[src/rtl/core/sabt_pkg.sv]
// shared types and constants of the selective-ack bitmap tracker
`default_nettype none

package sabt_pkg;

	// request kinds carried on the input tuser
	localparam logic [1:0] KIND_DATA  = 2'd0;
	localparam logic [1:0] KIND_IDLE  = 2'd1;
	localparam logic [1:0] KIND_CLEAR = 2'd2;

	localparam int unsigned SEQ_W  = 32;
	localparam int unsigned SACK_W = 64;

	// controller to datapath commands
	typedef struct packed {
		logic load;       // latch request sequence, pending from scheduled flag
		logic clear;      // return tracker state to reset values
		logic step;       // one walk step over a missing sequence
		logic emit;       // load the ack into the output register
		logic clr_sched;  // idle tick sent the scheduled ack
		logic finish;     // record the packet and schedule an ack
	} cmd_t;

	// datapath to controller status
	typedef struct packed {
		logic sched;      // ack scheduled
		logic mask_nz;    // received bitmap nonzero
		logic after;      // request sequence lies ahead of next expected
		logic top;        // bitmap top bit set
		logic out_free;   // output register can take an ack this cycle
	} sts_t;

endpackage

`default_nettype wire

[src/rtl/core/sabt_ctrl.sv]
// controller state machine of the selective-ack bitmap tracker
`default_nettype none

module sabt_ctrl (
	input  wire logic          clk,
	input  wire logic          arst_n,
	input  wire logic          in_valid,
	input  wire logic [1:0]    in_kind,
	output logic               in_ready,
	input  sabt_pkg::sts_t     sts,
	output sabt_pkg::cmd_t     cmd
);
	import sabt_pkg::*;

	typedef enum logic [4:0] {
		ST_IDLE      = 5'b00001,
		ST_WALK      = 5'b00010,
		ST_EMIT_WALK = 5'b00100,
		ST_EMIT_TICK = 5'b01000,
		ST_FINISH    = 5'b10000
	} state_t;

	state_t state_q;
	state_t state_d;

	assign in_ready = (state_q == ST_IDLE);

	// next state and command decode
	always_comb begin
		state_d = state_q;
		cmd     = '0;
		unique case (state_q)
			ST_IDLE: begin
				if (in_valid) begin
					unique case (in_kind)
						KIND_DATA: begin
							cmd.load = 1'b1;
							state_d  = (sts.sched || sts.mask_nz) ? ST_WALK : ST_FINISH;
						end
						KIND_IDLE: begin
							if (sts.sched) begin
								state_d = ST_EMIT_TICK;
							end
						end
						KIND_CLEAR: begin
							cmd.clear = 1'b1;
						end
						default: begin
						end
					endcase
				end
			end
			ST_WALK: begin
				if (!sts.after) begin
					state_d = ST_FINISH;
				end else if (sts.top) begin
					state_d = ST_EMIT_WALK;
				end else begin
					cmd.step = 1'b1;
				end
			end
			ST_EMIT_WALK: begin
				if (sts.out_free) begin
					cmd.emit = 1'b1;
					state_d  = ST_FINISH;
				end
			end
			ST_EMIT_TICK: begin
				if (sts.out_free) begin
					cmd.emit      = 1'b1;
					cmd.clr_sched = 1'b1;
					state_d       = ST_IDLE;
				end
			end
			ST_FINISH: begin
				cmd.finish = 1'b1;
				state_d    = ST_IDLE;
			end
			default: begin
				state_d = ST_IDLE;
			end
		endcase
	end

	// state register
	always_ff @(posedge clk or negedge arst_n) begin
		if (!arst_n) begin
			state_q <= ST_IDLE;
		end else begin
			state_q <= state_d;
		end
	end

endmodule

`default_nettype wire

[src/rtl/core/sabt_dpath.sv]
// datapath of the selective-ack bitmap tracker: sequence, bitmap, flags, output register
`default_nettype none

module sabt_dpath #(
	parameter int unsigned MASK_BITS = 64
) (
	input  wire logic                              clk,
	input  wire logic                              arst_n,
	input  wire logic [sabt_pkg::SEQ_W-1:0]        in_seq,
	input  sabt_pkg::cmd_t                         cmd,
	output sabt_pkg::sts_t                         sts,
	output logic                                   out_valid,
	input  wire logic                              out_ready,
	output logic [sabt_pkg::SEQ_W-1:0]             out_seq,
	output logic                                   out_present,
	output logic [sabt_pkg::SACK_W-1:0]            out_mask
);
	import sabt_pkg::*;

	logic [SEQ_W-1:0]      next_exp_q;
	logic [MASK_BITS-1:0]  mask_q;
	logic                  sched_q;
	logic                  pending_q;
	logic [SEQ_W-1:0]      seq_q;
	logic                  out_valid_q;
	logic [SEQ_W-1:0]      out_seq_q;
	logic                  out_present_q;
	logic [SACK_W-1:0]     out_mask_q;
	logic [SACK_W-1:0]     mask_ext;
	logic [MASK_BITS-1:0]  mask_shift;

	// bitmap shifted up with the pending ack in bit 0
	assign mask_shift = {mask_q[MASK_BITS-2:0], pending_q};

	// bitmap widened to the ack mask field
	always_comb begin
		mask_ext                = '0;
		mask_ext[MASK_BITS-1:0] = mask_q;
	end

	// status toward the controller
	always_comb begin
		sts.sched    = sched_q;
		sts.mask_nz  = (mask_q != '0);
		sts.after    = ($signed(seq_q) > $signed(next_exp_q));
		sts.top      = mask_q[MASK_BITS-1];
		sts.out_free = !out_valid_q || out_ready;
	end

	// tracker state
	always_ff @(posedge clk or negedge arst_n) begin
		if (!arst_n) begin
			next_exp_q <= '0;
			mask_q     <= '0;
			sched_q    <= 1'b0;
			pending_q  <= 1'b0;
		end else if (cmd.clear) begin
			next_exp_q <= '0;
			mask_q     <= '0;
			sched_q    <= 1'b0;
			pending_q  <= 1'b0;
		end else begin
			if (cmd.load) begin
				pending_q <= sched_q;
			end
			if (cmd.step) begin
				next_exp_q <= next_exp_q + SEQ_W'(1);
				mask_q     <= mask_shift;
				pending_q  <= 1'b0;
			end
			if (cmd.emit) begin
				mask_q    <= '0;
				pending_q <= 1'b0;
			end
			if (cmd.clr_sched) begin
				sched_q <= 1'b0;
			end
			if (cmd.finish) begin
				next_exp_q <= seq_q + SEQ_W'(1);
				mask_q     <= mask_shift;
				pending_q  <= 1'b0;
				sched_q    <= 1'b1;
			end
		end
	end

	// request sequence latch
	always_ff @(posedge clk) begin
		if (cmd.load) begin
			seq_q <= in_seq;
		end
	end

	// output register valid
	always_ff @(posedge clk or negedge arst_n) begin
		if (!arst_n) begin
			out_valid_q <= 1'b0;
		end else if (cmd.emit) begin
			out_valid_q <= 1'b1;
		end else if (out_ready) begin
			out_valid_q <= 1'b0;
		end
	end

	// output register payload
	always_ff @(posedge clk) begin
		if (cmd.emit) begin
			out_seq_q     <= next_exp_q - SEQ_W'(1);
			out_present_q <= (mask_q != '0);
			out_mask_q    <= mask_ext;
		end
	end

	assign out_valid   = out_valid_q;
	assign out_seq     = out_seq_q;
	assign out_present = out_present_q;
	assign out_mask    = out_mask_q;

endmodule

`default_nettype wire

[src/rtl/core/selective_ack_bitmap_tracker.sv]
// A data request occupies the block for a load and a finish without a gap walk; with one,
// also a walk step per missing sequence, a check, and an emit if the bitmap top bit is set.
// An idle tick with a scheduled ack leads to an emit; m_tvalid is registered from the emit.
// An emit waits while an earlier ack is held on the output by m_tready low.
// Throughput is set by the one-step-per-cycle gap walk; one request is worked at a time.
// Reset (arst_n low) clears the next expected sequence, the bitmap, the scheduled flag
// and the output register at once; a clear request does the same save the output register.
`default_nettype none

module selective_ack_bitmap_tracker #(
	parameter int unsigned MASK_BITS = 64
) (
	input  wire logic        clk,
	input  wire logic        arst_n,
	input  wire logic        s_tvalid,
	output logic             s_tready,
	input  wire logic [31:0] s_tdata,   // [31:0] seq_number
	input  wire logic [1:0]  s_tuser,   // [1:0] kind
	output logic             m_tvalid,
	input  wire logic        m_tready,
	output logic [95:0]      m_tdata,   // [31:0] ack_seq, [95:32] sack_bits
	output logic [0:0]       m_tuser    // [0] mask_present
);
	import sabt_pkg::*;

	cmd_t                  cmd;
	sts_t                  sts;
	logic [SEQ_W-1:0]      ack_seq;
	logic                  mask_present;
	logic [SACK_W-1:0]     sack_bits;

	// controller
	sabt_ctrl u_ctrl (
		.clk      (clk),
		.arst_n   (arst_n),
		.in_valid (s_tvalid),
		.in_kind  (s_tuser),
		.in_ready (s_tready),
		.sts      (sts),
		.cmd      (cmd)
	);

	// datapath
	sabt_dpath #(
		.MASK_BITS (MASK_BITS)
	) u_dpath (
		.clk         (clk),
		.arst_n      (arst_n),
		.in_seq      (s_tdata),
		.cmd         (cmd),
		.sts         (sts),
		.out_valid   (m_tvalid),
		.out_ready   (m_tready),
		.out_seq     (ack_seq),
		.out_present (mask_present),
		.out_mask    (sack_bits)
	);

	// output packing
	assign m_tdata = {sack_bits, ack_seq};
	assign m_tuser = mask_present;

	// an ack is never loaded over a result that is still waiting
	assert property (@(posedge clk) disable iff (!arst_n)
		cmd.emit |-> (!m_tvalid || m_tready))
		else $error("ack emitted over a waiting result");

	// no walk step, emit or finish while a new request is taken
	assert property (@(posedge clk) disable iff (!arst_n)
		(s_tvalid && s_tready) |-> !(cmd.step || cmd.emit || cmd.finish))
		else $error("request accepted while a packet is in work");

	// recording a packet always schedules an ack
	assert property (@(posedge clk) disable iff (!arst_n)
		cmd.finish |=> sts.sched)
		else $error("ack not scheduled after packet");

	// an emitted ack shows on the output in the next cycle
	assert property (@(posedge clk) disable iff (!arst_n)
		cmd.emit |=> m_tvalid)
		else $error("emitted ack not presented");

endmodule

`default_nettype wire

[config.mk]
export PLATFORM = sky130hd
export DESIGN_NAME = selective_ack_bitmap_tracker
export DESIGN_NICKNAME = d
export VERILOG_FILES = /design/src/rtl/core/sabt_pkg.sv /design/src/rtl/core/sabt_ctrl.sv /design/src/rtl/core/sabt_dpath.sv /design/src/rtl/core/selective_ack_bitmap_tracker.sv
export SDC_FILE = /design/constraint.sdc
export NUM_CORES = 1
export LEC_CHECK = 0
export ABC_AREA = 1
export BUFFER_PORTS_ARGS = -buffer_cell sky130_fd_sc_hd__buf_2
export CAP_MARGIN = 20
export CELL_PAD_IN_SITES_DETAIL_PLACEMENT = 0
export CELL_PAD_IN_SITES_GLOBAL_PLACEMENT = 1
export CORE_AREA = 2 2 161 163
export DETAILED_ROUTE_END_ITERATION = 12
export DIE_AREA = 0 0 163 165
export GPL_ROUTABILITY_DRIVEN = 0
export MAX_ROUTING_LAYER = met4
export PLACE_DENSITY = 0.85
export SLEW_MARGIN = 20
export SYNTH_ARGS = -nofsm -noshare
export SYNTH_HDL_FRONTEND = slang
export SYNTH_SLANG_ARGS = --single-unit
[constraint.sdc]
create_clock -name clk -period 9.95 [get_ports clk]
set_clock_uncertainty 0.15 [all_clocks]
set_input_delay 1.99 -clock clk [delete_from_list [all_inputs] [get_ports clk]]
set_output_delay 1.99 -clock clk [all_outputs]
set_load 0.05 [all_outputs]
==> impl_metrics.py <==
metrics = {
    "status": {
        "status": "complete, no violations",
    },
    "grt": {
        "grt_pass1_vias": 9225,
        "grt.total_usage_pct": 23.39,
        "grt_antenna_before_repair": 0,
        "grt_pass1_wl_um": 48450,
        "grt_max_degree": 98,
        "grt_overflow": 0,
    },
    "clocking": {
        "cts_tree": "built",
        "cts_inserted_buffers": 27,
        "cts_resized": 0,
        "cts_sinks": 233,
        "clk_latency_ps": 550,
        "ctsHtreeMaxLevel": 1,
        "hold_buffers": 0,
        "clkTransAtPathRegs_ps": 60,
        "root_buffer": "clkbuf_16",
        "cts_setup_buffers": 0,
        "clockBufferDepth": 3,
    },
    "floorplan": {
        "die_w_um": 163,
        "die_h_um": 165,
        "initial_core_util_pct": 47.48,
        "design.die.area_mm2": 0.02690,
        "coreArea_mm2": 0.02504,
        "num_rows": 58,
        "ios": 137,
    },
    "detailed_routing": {
        "num_vias": 9619,
        "routed_via_density": 5.248,
        "firstDrtPassIters": 5,
        "wl_um": 30100,
        "drc": 0,
        "wl_per_cell_um": 16.42,
        "drt-initial-drc-count": 725,
        "postRouteAntennaNets": 0,
    },
    "yosys": {
        "muxShareOfSynthArea_pct": 0,
        "synth_area_leaders": "edfxtp_1, dfrtp_1, nand2_1, nor2_1, nand4_1",
        "netlist.area_leader.share_pct": 32.59,
        "ys_ff_latch": 233,
        "synth_top_family_by_area": "simple AND/OR/NAND/NOR gates",
        "synthXorXnorAreaFrac_pct": 2.653,
        "syn_avg_cell_area_um2": 8.721,
        "yosysTopAreaCell": "edfxtp_1",
        "synth_cells": 1363,
        "yosysSeqAreaShare_pct": 54.49,
        "synth_compound_area_share_pct": 3.674,
        "synthDistinctLibCells": 39,
        "ys.warnings.count": 0,
        "syn_area_mm2": 0.01189,
        "synthSimpleGateAreaFrac_pct": 29.71,
        "synth-adder-area-share_pct": 3.579,
        "synth.net_count": 1435,
    },
    "cells_and_area": {
        "fill_cells": 2303,
        "drive_above_1_share_pct": 15.10,
        "antennaDiodeCount": 0,
        "stdcell_count": 1833,
        "area_growth_pct": 15.27,
        "final_nets": 1555,
        "design_area_mm2": 0.01370,
    },
    "sta": {
        "min_period_over_period_pct": 40.01,
        "maxSlewViolCount": 0,
        "worstMarginPinSlew_ps": 932.2,
        "tns_ps": 0,
        "max_freq_mhz": 251.2,
        "rsz0062_at_grt": "false",
        "finalSetupViolCount": 0,
        "hold_violations": 0,
        "layout_min_cycle_time_ps": 3981,
        "slew_headroom_pct": 37.86,
    },
    "worst_setup_path": {
        "crit_type": "flop to primary output",
        "critPathLaunchType": "flop",
        "reg2reg_slack_ps": 6180,
        "cp-end-kind": "primary output",
        "crit_required_ps": 7810,
        "crit_arrival_ps": 1840,
        "crit_fanout": 4,
        "reg2regPathDepth": 16,
    },
    "power": {
        "p_per_area_mw_per_mm2": 248.2,
        "power_frac_clock_pct": 29.3,
        "power.switching_mw": 1.320,
        "p_leak_nw": 6.288,
        "p_seq_share_pct": 37.6,
        "p_int_mw": 2.081,
        "switching_share_pct": 38.82,
        "irDropWorstVdd_mv": 0.1924,
        "comb_power_share_pct": 33.1,
    },
    "place": {
        "placed_area_mm2": 0.01280,
        "port_buffers": 136,
        "placed_cells": 1784,
        "post-dp-hpwl_um": 20350,
    },
    "job": {
        "drv_cap": 0,
    },
    "min_path": {
        "min_path_type": "flop to flop",
        "min_path_cells": 0,
    },
}
through the flow:
stage | power (mW) | util [%] | setup WS [ps] | hold WS [ps]
after floorplan | 2.110 | - | 2461 | 319.6
after global placement | 2.401 | 51.11 | 5673 | 343.1
after detailed placement | 2.410 | 51.11 | 5631 | 343.0
after CTS | 3.418 | 54.73 | 5931 | 360.2
after global routing | 3.614 | 54.73 | 5873 | 379.0
final | 3.401 | 54.73 | 5969 | 361.0
routing by layer:
metal	share of wire (%)	global-route usage [%]	routed length, um	up-vias
li1	-	-	-	4766
met1	47	32.48	14020	4494
met2	45	36.00	13640	302
met3	5.6	3.240	1677	57
met4	2.6	7.080	770	0
met5	0	-	0	-
cells in the final DEF (no fill, tap or decap), drive strengths merged:
cell,n
a21o,1
a21oi,23
and2,2
buf,148
bufinv,3
clkbuf,30
clkinv,13
clkinvlp,3
dfrtp,103
dfstp,1
edfxtp,129
ha,34
inv,106
nand2,446
nand3,52
nand3b,2
nand4,82
nor2,194
nor3,10
nor3b,2
nor4,24
o21a,1
o21ai,54
o21bai,3
o22ai,1
xnor2,5
xor2,31
state kept, by name (all words and copies together), names as in the netlist:
signal               cells
u_dpath.next_exp_q      32
u_dpath.out_mask        64
u_ctrl.state_q           5
u_dpath.mask_ext        64
u_dpath.seq_q           32
u_dpath.out_seq         32
u_dpath.sched_q          1
u_dpath.out_present      1
u_dpath.pending_q        1
u_dpath.out_valid        1
power groups by stage:
stage | Clock, mW | Combinational (mW) | Sequential (mW)
after floorplan | 0 | 0.759 | 1.35
after global placement | 0 | 1.11 | 1.30
after detailed placement | 0 | 1.12 | 1.29
after CTS | 1.01 | 1.13 | 1.28
after global routing | 1.05 | 1.27 | 1.29
final | 0.996 | 1.13 | 1.28
cell usage after synthesis (all sizes together):
master  count
a21o        1
a21oi      23
and2        2
buf        32
clkbuf     25
clkinv      1
dfrtp     103
dfstp       1
edfxtp    129
ha         34
inv       105
nand2     446
nand3      52
nand3b      2
nand4      82
nor2      194
nor3       10
nor3b       2
nor4       24
o21a        1
o21ai      54
o21bai      3
o22ai       1
xnor2       5
xor2       31
cells by family (layout without fill, tap and decap cells):
| logic type | Yosys count | count (layout) |
|---|---|---|
| and+or+nand+nor | 814 | 814 |
| DFF | 233 | 233 |
| buffers and inverters | 163 | 303 |
| AOI/OAI and AO/OA | 83 | 83 |
| xor gates and xnor gates | 36 | 36 |
| adders and majority gates | 34 | 34 |
worst paths after layout:
check | start | to
setup / recovery | u_ctrl.state_q[3] | s_tready
hold / removal | u_dpath.mask_ext[28] | u_dpath.out_mask[28]
setup reg to reg | u_dpath.next_exp_q[19] | u_dpath.next_exp_q[6]
hold reg to reg | u_dpath.mask_ext[28] | u_dpath.out_mask[28]
max in group asynchronous | arst_n | u_ctrl.state_q[2]
min in group asynchronous | arst_n | u_dpath.mask_ext[27]
worst max-delay path: stages (launching register included):
cell,delay (ps)
dfrtp_1,400
nor2_2,200
nand2_1,120
nor3_4,230
buf_2,350
cell type report:
type | instances | area [um2] | area share [%]
Inverter | 106 | 399.1 | 2.913
Clock buffer | 30 | 696.9 | 5.086
Multi-Input combinational cell | 967 | 4735 | 34.55
Timing Repair Buffer | 148 | 773.2 | 5.643
Sequential cell | 233 | 6477 | 47.27
Clock inverter | 19 | 207.7 | 1.516
Tap cell | 330 | 412.9 | 3.013
Power figures use the tool's default switching activity.
